$ cat src/rtl/assert_macros.svh
// ----------------------------------------------------------------------------
// Assertion macros
// Concurrent assertion wrappers; empty when SYNTHESIS is defined.
// ----------------------------------------------------------------------------
`ifndef ASSERT_MACROS_SVH
`define ASSERT_MACROS_SVH
`ifndef SYNTHESIS
// checked only while out of reset, sampled on clk
`define CHK_RST(lbl, prop, msg) lbl: assert property (@(posedge clk) disable iff (!rst_n) prop) else $error(msg);
// checked on every edge, reset included
`define CHK_ANY(lbl, prop, msg) lbl: assert property (@(posedge clk) prop) else $error(msg);
`else
`define CHK_RST(lbl, prop, msg)
`define CHK_ANY(lbl, prop, msg)
`endif
`endif

$ cat src/rtl/rbdm_pkg.sv
// ----------------------------------------------------------------------------
// rbdm_pkg
// Types, register codes, gray weights and Bayer threshold tables.
// ----------------------------------------------------------------------------
package rbdm_pkg;

  localparam int CFG_DATA_W = 11;

  typedef enum logic [1:0] {
    REG_DITHER_MODE     = 2'd0,
    REG_FIXED_THRESHOLD = 2'd1,
    REG_LINE_WIDTH      = 2'd2,
    REG_LINE_COUNT      = 2'd3
  } cfg_reg_t;

  typedef enum logic [2:0] {
    MODE_FIXED    = 3'd0,
    MODE_BAYER2   = 3'd1,
    MODE_BAYER3   = 3'd2,
    MODE_BAYER4   = 3'd3,
    MODE_BAYER8   = 3'd4,
    MODE_BAYER16  = 3'd5
  } dither_mode_t;

  localparam logic [2:0]  RST_DITHER_MODE     = 3'd3;
  localparam logic [7:0]  RST_FIXED_THRESHOLD = 8'd140;
  localparam logic [10:0] RST_LINE_WIDTH      = 11'd400;
  localparam logic [10:0] RST_LINE_COUNT      = 11'd240;

  // Q0.16 luma weights
  localparam logic [16:0] GRAY_WR = 17'd19595;
  localparam logic [16:0] GRAY_WG = 17'd38470;
  localparam logic [16:0] GRAY_WB = 17'd7471;
  localparam logic [8:0]  GRAY_MAX = 9'd255;

  localparam logic [7:0] MAT2 [0:3] = '{8'd51, 8'd206, 8'd153, 8'd102};

  localparam logic [7:0] MAT3 [0:8] = '{
    8'd75, 8'd150, 8'd225, 8'd50, 8'd125, 8'd200, 8'd25, 8'd100, 8'd175
  };

  localparam logic [7:0] MAT4 [0:15] = '{
    8'd15,  8'd195, 8'd60,  8'd240, 8'd135, 8'd75,  8'd180, 8'd120,
    8'd45,  8'd225, 8'd30,  8'd210, 8'd165, 8'd105, 8'd150, 8'd90
  };

  localparam logic [7:0] MAT8 [0:63] = '{
    8'd0,   8'd128, 8'd32,  8'd160, 8'd8,   8'd136, 8'd40,  8'd168,
    8'd192, 8'd64,  8'd224, 8'd96,  8'd200, 8'd72,  8'd232, 8'd104,
    8'd48,  8'd176, 8'd16,  8'd144, 8'd56,  8'd184, 8'd24,  8'd152,
    8'd240, 8'd112, 8'd208, 8'd80,  8'd248, 8'd120, 8'd216, 8'd88,
    8'd12,  8'd140, 8'd44,  8'd172, 8'd4,   8'd132, 8'd36,  8'd164,
    8'd204, 8'd76,  8'd236, 8'd108, 8'd196, 8'd68,  8'd228, 8'd100,
    8'd60,  8'd188, 8'd28,  8'd156, 8'd52,  8'd180, 8'd20,  8'd148,
    8'd252, 8'd124, 8'd220, 8'd92,  8'd244, 8'd116, 8'd212, 8'd84
  };

  localparam logic [7:0] MAT16 [0:255] = '{
    8'd0,   8'd191, 8'd48,  8'd239, 8'd12,  8'd203, 8'd60,  8'd251,
    8'd3,   8'd194, 8'd51,  8'd242, 8'd15,  8'd206, 8'd63,  8'd254,
    8'd127, 8'd64,  8'd175, 8'd112, 8'd139, 8'd76,  8'd187, 8'd124,
    8'd130, 8'd67,  8'd178, 8'd115, 8'd142, 8'd79,  8'd190, 8'd127,
    8'd32,  8'd223, 8'd16,  8'd207, 8'd44,  8'd235, 8'd28,  8'd219,
    8'd35,  8'd226, 8'd19,  8'd210, 8'd47,  8'd238, 8'd31,  8'd222,
    8'd159, 8'd96,  8'd143, 8'd80,  8'd171, 8'd108, 8'd155, 8'd92,
    8'd162, 8'd99,  8'd146, 8'd83,  8'd174, 8'd111, 8'd158, 8'd95,
    8'd8,   8'd199, 8'd56,  8'd247, 8'd4,   8'd195, 8'd52,  8'd243,
    8'd11,  8'd202, 8'd59,  8'd250, 8'd7,   8'd198, 8'd55,  8'd246,
    8'd135, 8'd72,  8'd183, 8'd120, 8'd131, 8'd68,  8'd179, 8'd116,
    8'd138, 8'd75,  8'd186, 8'd123, 8'd134, 8'd71,  8'd182, 8'd119,
    8'd40,  8'd231, 8'd24,  8'd215, 8'd36,  8'd227, 8'd20,  8'd211,
    8'd43,  8'd234, 8'd27,  8'd218, 8'd39,  8'd230, 8'd23,  8'd214,
    8'd167, 8'd104, 8'd151, 8'd88,  8'd163, 8'd100, 8'd147, 8'd84,
    8'd170, 8'd107, 8'd154, 8'd91,  8'd166, 8'd103, 8'd150, 8'd87,
    8'd2,   8'd193, 8'd50,  8'd241, 8'd14,  8'd205, 8'd62,  8'd253,
    8'd1,   8'd192, 8'd49,  8'd240, 8'd13,  8'd204, 8'd61,  8'd252,
    8'd129, 8'd66,  8'd177, 8'd114, 8'd141, 8'd78,  8'd189, 8'd126,
    8'd128, 8'd65,  8'd176, 8'd113, 8'd140, 8'd77,  8'd188, 8'd125,
    8'd34,  8'd225, 8'd18,  8'd209, 8'd46,  8'd237, 8'd30,  8'd221,
    8'd33,  8'd224, 8'd17,  8'd208, 8'd45,  8'd236, 8'd29,  8'd220,
    8'd161, 8'd98,  8'd145, 8'd82,  8'd173, 8'd110, 8'd157, 8'd94,
    8'd160, 8'd97,  8'd144, 8'd81,  8'd172, 8'd109, 8'd156, 8'd93,
    8'd10,  8'd201, 8'd58,  8'd249, 8'd6,   8'd197, 8'd54,  8'd245,
    8'd9,   8'd200, 8'd57,  8'd248, 8'd5,   8'd196, 8'd53,  8'd244,
    8'd137, 8'd74,  8'd185, 8'd122, 8'd133, 8'd70,  8'd181, 8'd118,
    8'd136, 8'd73,  8'd184, 8'd121, 8'd132, 8'd69,  8'd180, 8'd117,
    8'd42,  8'd233, 8'd26,  8'd217, 8'd38,  8'd229, 8'd22,  8'd213,
    8'd41,  8'd232, 8'd25,  8'd216, 8'd37,  8'd228, 8'd21,  8'd212,
    8'd169, 8'd106, 8'd153, 8'd90,  8'd165, 8'd102, 8'd149, 8'd86,
    8'd168, 8'd105, 8'd152, 8'd89,  8'd164, 8'd101, 8'd148, 8'd85
  };

endpackage

$ cat src/rtl/rgb565_bayer_dither_to_mono_top.sv
// ----------------------------------------------------------------------------
// rgb565_bayer_dither_to_mono_top
// RGB565 pixel stream to 1-bit monochrome with ordered (Bayer) dithering.
// ----------------------------------------------------------------------------
// Takes one pixel beat per clock unless in_stall is high and returns one
// result beat per pixel: the dithered bit, the linear pixel index and a
// store write request raised only when the pixel changed since the previous
// frame and the new bit differs from the stored one. Pixels pass the input
// register, then the result register, with gray conversion, threshold lookup
// and the row-times-width index multiply between them; sustained rate is one
// pixel per cycle while out_stall is low. The column/row position advances on
// each accepted beat. Configuration writes are taken at any time (cfg_ready is
// always high) but must only be issued while the block is idle.
// ----------------------------------------------------------------------------
`include "assert_macros.svh"

module rgb565_bayer_dither_to_mono_top #(
  parameter int MAX_LINE_WIDTH = 1024,
  parameter int MAX_LINES      = 1024
) (
  input  logic                          clk,
  input  logic                          rst_n,
  // configuration
  input  logic                          cfg_valid,
  output logic                          cfg_ready,
  input  logic [1:0]                    cfg_index,
  input  logic [rbdm_pkg::CFG_DATA_W-1:0] cfg_data,
  // pixel input
  input  logic                          in_valid,
  output logic                          in_stall,
  input  logic [15:0]                   in_new_pixel,
  input  logic [15:0]                   in_prev_pixel,
  input  logic                          in_stored_bit,
  // result output
  output logic                          out_valid,
  input  logic                          out_stall,
  output logic                          out_write_enable,
  output logic                          out_mono_bit,
  output logic [19:0]                   out_pixel_index
);

  localparam int CW   = $clog2(MAX_LINE_WIDTH);      // column counter
  localparam int RW   = $clog2(MAX_LINES);           // row counter
  localparam int WW   = $clog2(MAX_LINE_WIDTH + 1);  // clamped width
  localparam int HW   = $clog2(MAX_LINES + 1);       // clamped line count
  localparam int DW   = rbdm_pkg::CFG_DATA_W;
  localparam int CMPW = ((WW > DW) ? WW : DW) > HW ? ((WW > DW) ? WW : DW) : HW;
  localparam int IDXW = RW + WW + 1;

  // ---------------- configuration registers ----------------
  rbdm_pkg::dither_mode_t mode_r;
  logic [7:0]             fixed_thr_r;
  logic [DW-1:0]          line_width_r;
  logic [DW-1:0]          line_count_r;

  assign cfg_ready = 1'b1;

  always_ff @(posedge clk) begin
    if (!rst_n) begin
      mode_r       <= rbdm_pkg::dither_mode_t'(rbdm_pkg::RST_DITHER_MODE);
      fixed_thr_r  <= rbdm_pkg::RST_FIXED_THRESHOLD;
      line_width_r <= rbdm_pkg::RST_LINE_WIDTH;
      line_count_r <= rbdm_pkg::RST_LINE_COUNT;
    end else if (cfg_valid && cfg_ready) begin
      unique case (rbdm_pkg::cfg_reg_t'(cfg_index))
        rbdm_pkg::REG_DITHER_MODE:     mode_r <= rbdm_pkg::dither_mode_t'(cfg_data[2:0]);
        rbdm_pkg::REG_FIXED_THRESHOLD: fixed_thr_r <= cfg_data[7:0];
        rbdm_pkg::REG_LINE_WIDTH:      line_width_r <= cfg_data;
        rbdm_pkg::REG_LINE_COUNT:      line_count_r <= cfg_data;
        default: ;
      endcase
    end
  end

  // zero reads as 1, anything above the maximum saturates
  logic [WW-1:0] width_eff;
  logic [HW-1:0] lines_eff;

  always_comb begin
    if (line_width_r == '0) begin
      width_eff = WW'(1);
    end else if (CMPW'(line_width_r) > CMPW'(MAX_LINE_WIDTH)) begin
      width_eff = WW'(MAX_LINE_WIDTH);
    end else begin
      width_eff = WW'(CMPW'(line_width_r));
    end
    if (line_count_r == '0) begin
      lines_eff = HW'(1);
    end else if (CMPW'(line_count_r) > CMPW'(MAX_LINES)) begin
      lines_eff = HW'(MAX_LINES);
    end else begin
      lines_eff = HW'(CMPW'(line_count_r));
    end
  end

  // ---------------- handshake ----------------
  logic s1_valid_r, s1_valid_nxt;
  logic out_valid_r, out_valid_nxt;
  logic out_free, s1_free, in_fire, s1_move;

  assign out_free = !out_valid_r || !out_stall;
  assign s1_move  = s1_valid_r && out_free;
  assign s1_free  = !s1_valid_r || out_free;
  assign in_stall = !s1_free;
  assign in_fire  = in_valid && !in_stall;

  always_comb begin
    s1_valid_nxt = in_fire ? 1'b1 : (s1_move ? 1'b0 : s1_valid_r);
    out_valid_nxt = s1_move ? 1'b1 : (out_free ? 1'b0 : out_valid_r);
  end

  always_ff @(posedge clk) begin
    if (!rst_n) begin
      s1_valid_r  <= 1'b0;
      out_valid_r <= 1'b0;
    end else begin
      s1_valid_r  <= s1_valid_nxt;
      out_valid_r <= out_valid_nxt;
    end
  end

  // ---------------- position counters ----------------
  // mod-3 shadows avoid a divide for the 3x3 matrix
  logic [CW-1:0] col_r, col_nxt;
  logic [RW-1:0] row_r, row_nxt;
  logic [1:0]    col3_r, col3_nxt, row3_r, row3_nxt;
  logic          col_wrap, row_wrap;

  assign col_wrap = (WW'(col_r) + WW'(1)) >= width_eff;
  assign row_wrap = (HW'(row_r) + HW'(1)) >= lines_eff;

  always_comb begin
    col_nxt  = col_r;
    row_nxt  = row_r;
    col3_nxt = col3_r;
    row3_nxt = row3_r;
    if (in_fire) begin
      if (col_wrap) begin
        col_nxt  = '0;
        col3_nxt = 2'd0;
        if (row_wrap) begin
          row_nxt  = '0;
          row3_nxt = 2'd0;
        end else begin
          row_nxt  = row_r + RW'(1);
          row3_nxt = (row3_r == 2'd2) ? 2'd0 : row3_r + 2'd1;
        end
      end else begin
        col_nxt  = col_r + CW'(1);
        col3_nxt = (col3_r == 2'd2) ? 2'd0 : col3_r + 2'd1;
      end
    end
  end

  always_ff @(posedge clk) begin
    if (!rst_n) begin
      col_r  <= '0;
      row_r  <= '0;
      col3_r <= 2'd0;
      row3_r <= 2'd0;
    end else begin
      col_r  <= col_nxt;
      row_r  <= row_nxt;
      col3_r <= col3_nxt;
      row3_r <= row3_nxt;
    end
  end

  // ---------------- input register ----------------
  logic [15:0]   s1_new_r, s1_prev_r;
  logic          s1_sb_r;
  logic [CW-1:0] s1_col_r;
  logic [RW-1:0] s1_row_r;
  logic [1:0]    s1_col3_r, s1_row3_r;

  always_ff @(posedge clk) begin
    if (in_fire) begin
      s1_new_r  <= in_new_pixel;
      s1_prev_r <= in_prev_pixel;
      s1_sb_r   <= in_stored_bit;
      s1_col_r  <= col_r;
      s1_row_r  <= row_r;
      s1_col3_r <= col3_r;
      s1_row3_r <= row3_r;
    end
  end

  // ---------------- gray, threshold, index ----------------
  logic [7:0]  r8, g8, b8;
  logic [24:0] gray_sum;
  logic [8:0]  gray_full;
  logic [7:0]  gray;
  logic [7:0]  thr;
  logic [3:0]  idx3;
  logic        bit_w, we_w;
  logic [IDXW-1:0]    idx_full;
  logic [IDXW+19:0]   idx_ext;

  assign r8 = {s1_new_r[15:11], s1_new_r[15:13]};
  assign g8 = {s1_new_r[10:5], s1_new_r[10:9]};
  assign b8 = {s1_new_r[4:0], s1_new_r[4:2]};

  assign gray_sum = 25'(rbdm_pkg::GRAY_WR) * 25'(r8)
                  + 25'(rbdm_pkg::GRAY_WG) * 25'(g8)
                  + 25'(rbdm_pkg::GRAY_WB) * 25'(b8);
  assign gray_full = gray_sum[24:16];
  assign gray = (gray_full > rbdm_pkg::GRAY_MAX) ? 8'hFF : gray_full[7:0];

  assign idx3 = 4'(s1_row3_r) * 4'd3 + 4'(s1_col3_r);

  always_comb begin
    case (mode_r)
      rbdm_pkg::MODE_BAYER2:  thr = rbdm_pkg::MAT2[{s1_row_r[0], s1_col_r[0]}];
      rbdm_pkg::MODE_BAYER3:  thr = rbdm_pkg::MAT3[idx3];
      rbdm_pkg::MODE_BAYER4:  thr = rbdm_pkg::MAT4[{s1_row_r[1:0], s1_col_r[1:0]}];
      rbdm_pkg::MODE_BAYER8:  thr = rbdm_pkg::MAT8[{s1_row_r[2:0], s1_col_r[2:0]}];
      rbdm_pkg::MODE_BAYER16: thr = rbdm_pkg::MAT16[{s1_row_r[3:0], s1_col_r[3:0]}];
      default:                thr = fixed_thr_r;  // fixed mode and unused codes
    endcase
  end

  assign bit_w = (gray >= thr);
  assign we_w  = (s1_new_r != s1_prev_r) && (bit_w != s1_sb_r);

  assign idx_full = IDXW'(s1_row_r) * IDXW'(width_eff) + IDXW'(s1_col_r);
  assign idx_ext  = {20'd0, idx_full};

  // ---------------- result register ----------------
  logic        we_r, bit_r;
  logic [19:0] pix_idx_r;

  always_ff @(posedge clk) begin
    if (s1_move) begin
      we_r      <= we_w;
      bit_r     <= bit_w;
      pix_idx_r <= idx_ext[19:0];
    end
  end

  assign out_valid        = out_valid_r;
  assign out_write_enable = we_r;
  assign out_mono_bit     = bit_r;
  assign out_pixel_index  = pix_idx_r;

  // ---------------- checks ----------------
  `CHK_ANY(a_rst_clears_out, !rst_n |=> !out_valid_r, "result valid survived reset")
  `CHK_RST(a_full_blocks_in, (s1_valid_r && out_valid_r && out_stall) |-> in_stall, "input taken while pipe full")
  `CHK_RST(a_mod3_range, (col3_r != 2'd3) && (row3_r != 2'd3), "mod-3 shadow counter out of range")
  `CHK_RST(a_col_step, (in_fire && !col_wrap) |=> (col_r == $past(col_r) + CW'(1)), "column did not advance")
  `CHK_RST(a_col3_wrap, (in_fire && col_wrap) |=> (col3_r == 2'd0), "mod-3 column not cleared on wrap")

endmodule
$ cat config.mk
export PLATFORM = sky130hd
export DESIGN_NAME = rgb565_bayer_dither_to_mono_top
export DESIGN_NICKNAME = d
export VERILOG_FILES = /design/src/rtl/rbdm_pkg.sv /design/src/rtl/rgb565_bayer_dither_to_mono_top.sv
export VERILOG_INCLUDE_DIRS = /design/src /design/src/rtl
export SDC_FILE = /design/constraint.sdc
export NUM_CORES = 1
export LEC_CHECK = 0
export ABC_AREA = 1
export ABC_CLOCK_PERIOD_IN_PS = 9960
export BUFFER_PORTS_ARGS = -buffer_cell sky130_fd_sc_hd__buf_2
export CAP_MARGIN = 20
export CORE_MARGIN = 3
export CORE_UTILIZATION = 50
export DETAILED_ROUTE_END_ITERATION = 8
export GPL_ROUTABILITY_DRIVEN = 0
export PLACE_DENSITY_LB_ADDON = 0.2
export SYNTH_ARGS = -nofsm -noshare
export SYNTH_HDL_FRONTEND = slang
export SYNTH_SLANG_ARGS = --single-unit
$ cat constraint.sdc
create_clock -name clk -period 9.96 [get_ports clk]
set_input_delay 2.988 -clock clk [delete_from_list [all_inputs] [get_ports clk]]
set_output_delay 2.988 -clock clk [all_outputs]
set_load 0.02 [all_outputs]
==> results <==
- The flow ran to the end, and the final reports show no timing, DRC or antenna violations.
- The count of hold buffers inserted by post-cts repair is 0.
- The overall global routing resource usage is 24.0%.
- The clock-pin slew on the worst setup and hold paths is 0.06 ns.
- Wires add up to 44000 um.
- The max-slew violation total from the final report is 0.
- The most common cell after layout, fill and taps aside is sky130_fd_sc_hd__inv_1.
- The placed wire-length estimate after detailed placement is 36600 um.
- The worst setup path is launched from a flip-flop.
- Headroom to the max-slew limit came out at 44.1%.
- The count of nets left with antenna violations once routing finished came out at 0.
- The library cells used most frequently in the layout, excluding fill and tap cells, are sky130_fd_sc_hd__inv_1 (452), sky130_fd_sc_hd__nand2_1 (421), sky130_fd_sc_hd__ha_1 (265).
- The first global-routing pass estimated 73800 um of wire.
- For this configuration, the core starts out at a cell density of 51.4%.
- Yosys mapped a number of flops with a built-in enable equal to 79.
- In this run the horizontal extent of the chip is 196 um.
- Clock tree synthesis selected as its root buffer the cell sky130_fd_sc_hd__clkbuf_16.
- The minimum period implied by the final worst setup slack is 8.17 ns.
- On the worst path, the slowest cell contributes a delay of 0.69 ns.
- For the pin with the worst max-slew slack, the measured transition is 0.838 ns.
- The initialized floorplan defines 68 standard-cell rows.
- The number of nets in the layout is 2769.
- The final-layout worst hold slack is 0.459 ns.
- The warning count from the yosys run is 0.
- Counting cells, the worst reg-to-reg path comes to 37.
- The most numerous cell type found on the critical path is sky130_fd_sc_hd__nand2_1.
- Summed over all layers, the global routing overflow is 0.
- After clock tree synthesis, the setup repair step added 0 buffers.
- The largest clock skew in the final design is 0.0107 ns.
- The die outline height is 196 um.
- Buffers placed on the I/O ports in this run total 74.
- The I/O pin count is 76.
- The pin count of the biggest net entering global routing is 54.
- The period utilization is 82.0%.
- For this run, design rule violations remaining after detail routing come to 0.
- The worst endpoint required time is 10.16 ns.
- The path class of the tightest hold or removal check is reg -> reg.
- The fraction of final layout cells with drive strength greater than 1 is 8.07%.
- Synthesis inferred 138 register bits.
- The via density per instance is 5.28.
- The cell count after synthesis came out at 2180.
- In the final routed layout, each cell accounts on average for 16.2 um.
- After floorplanning, the core was sized to cover 35100 sq um.
- The mean post-synth cell area is 8.27 sq um.
- The hold violation count in the final report is 0.
- The maximum clock path buffer count is 2.
- The analysis attributes to cell leakage a power of 0.0102 uW.
- The endpoint kind of the worst setup timing path is a flip-flop.
- In this run, the number of DRC markers left after iteration 0 of detailed routing was 991.
- The die covers 38400 sq um.
- Setup violations remaining at the end of the flow were counted as 0.
- Among all stages on the critical path, the largest delay is contributed by sky130_fd_sc_hd__edfxtp_1.
- The via count of the first global-routing pass came to 14572.
- The largest vdd supply drop is 0.462 mV.
- Of all nets on the critical path, the largest fanout is 12.
- The via total after detailed routing is 14385.
- Static timing analysis puts the maximum clock frequency at 122 MHz.
- The clock net in this run drives a total of 138 sinks.
- The initial antenna violation count is 0.
- The total standard cell area after synthesis is 18000 sq um.
- The number of different library cells in the post-synthesis netlist is 54.
- The aggregate negative setup slack is 0 ns.
- The worst hold path passes through 0 cells.
- The fraction of the yosys area taken by sequential cells is 19.7%.
- CTS built an H-tree with a depth of 4.
- The area growth from synthesis to layout is 8.01%.
- The source-to-sink clock delay at the later pin of the worst-skew pair is 0.44 ns.
- The critical setup path kind is reg -> reg.
- The prevailing post-synth register cell is sky130_fd_sc_hd__edfxtp_1.
- TritonCTS built the clock tree.
- The number of iterations in the first detailed-routing pass is 5.
- The register-to-register path setup slack is 1.79 ns.
- Counting every net in the synthesized netlist gives 2693.
- Buffers inserted during clock tree synthesis total 17.
- In the synthesized netlist the async set-or-reset flop fraction comes to 0%.
- Setup repair after global routing left no endpoint under its margin.
- Max-cap violations in this run came to 0.
- The critical path data arrival time is 8.37 ns.
- The count of instances resized after the clock tree is built is 0.
- The repair_antennas step left the layout with diodes totalling 0.
- The power density relative to cell area is 332 nW/um^2.
## power by group
part	total [uW]	internal (uW)	leakage (uW)	switching, uW
combinational	5140	1900	0.00868	3240
clock	608	347	0.000265	262
sequential	713	671	0.00126	42.1
total	6460	2920	0.0102	3540
## worst paths after layout
kind                    start               end
setup reg to reg  s1_new_r[9]  out_write_enable
setup / recovery  s1_new_r[9]  out_write_enable
hold / removal      col3_r[1]      s1_col3_r[1]
hold reg to reg     col3_r[1]      s1_col3_r[1]
## cell type report
type,count,area [sq um]
clock buffers,19,475
clock inverters,13,90.1
fillers,3245,15600
inverters,473,1810
multi-input cells,1549,12600
flip-flops and latches,138,3550
well taps,455,569
repair buffers,77,393
## stage by stage
step                cell area [sq um]  std cells  setup slack (ns)  total power (uW)  utilization (%)
floorplan                       18000       2180              2.60              4640                -
global placement                18900       2692              2.03              5720             53.9
detailed placement              18900       2692              1.79              5800             53.9
CTS                             19500       2724              1.83              6460             55.5
global route                    19500       2724              1.13              7390             55.5
finish                          19500       2724              1.79              6460             55.5
## layer usage
metal	GRT usage [%]	part of all wire, %
met5	0	0
met4	5.78	1.6
met3	5.27	8.0
met2	37.3	44
met1	34.5	47
## synthesized netlist by cell type, drive strengths merged, types with 12 or more instances
master	n	area [sq um]
nand3	85	425
fa	197	3940
nand4	28	194
clkbuf	12	45.0
xor2	38	333
o21ai	84	428
nor2	203	861
nand2	441	1810
xnor2	21	184
dfxtp	59	1180
a21oi	108	548
ha	265	3320
inv	472	1810
nor3	17	90.1
edfxtp	79	2370
## worst max-delay path, delay by kind of cell (launching register included)
kind | cells | cell delay (ns)
simple gates | 15 | 1.53
flops | 1 | 0.69
compound gates | 3 | 0.51
buf+inv | 7 | 0.54
fa+ha+maj | 11 | 4.37
xor+xnor | 1 | 0.28
## state kept, by name (all words and copies together) (netlist names)
| register | cells |
|---|---|
| out_pixel_index | 20 |
| fixed_thr_r | 8 |
| col3_r | 2 |
| s1_prev_r | 16 |
| col_r | 10 |
| s1_sb_r | 1 |
| out_mono_bit | 1 |
| out_valid | 1 |
| s1_valid_r | 1 |
| s1_col_r | 10 |
| line_width_r | 11 |
| s1_col3_r | 2 |
| out_write_enable | 1 |
| mode_r | 3 |
| line_count_r | 11 |
| s1_new_r | 16 |
| s1_row3_r | 2 |
| row3_r | 2 |
| row_r | 10 |
| s1_row_r | 10 |
## logic make-up after synthesis
| logic type | Yosys count | share of synthesized area [%] |
|---|---|---|
| DFF | 138 | 19.7 |
| adders and majority gates | 462 | 40.3 |
| xor gates and xnor gates | 59 | 2.87 |
| buffers and inverters | 493 | 10.5 |
| and+or+nand+nor | 793 | 19.4 |
| other | 1 | 0.0208 |
| AOI/OAI and AO/OA | 234 | 7.18 |
(Power assumes the default switching activity.)
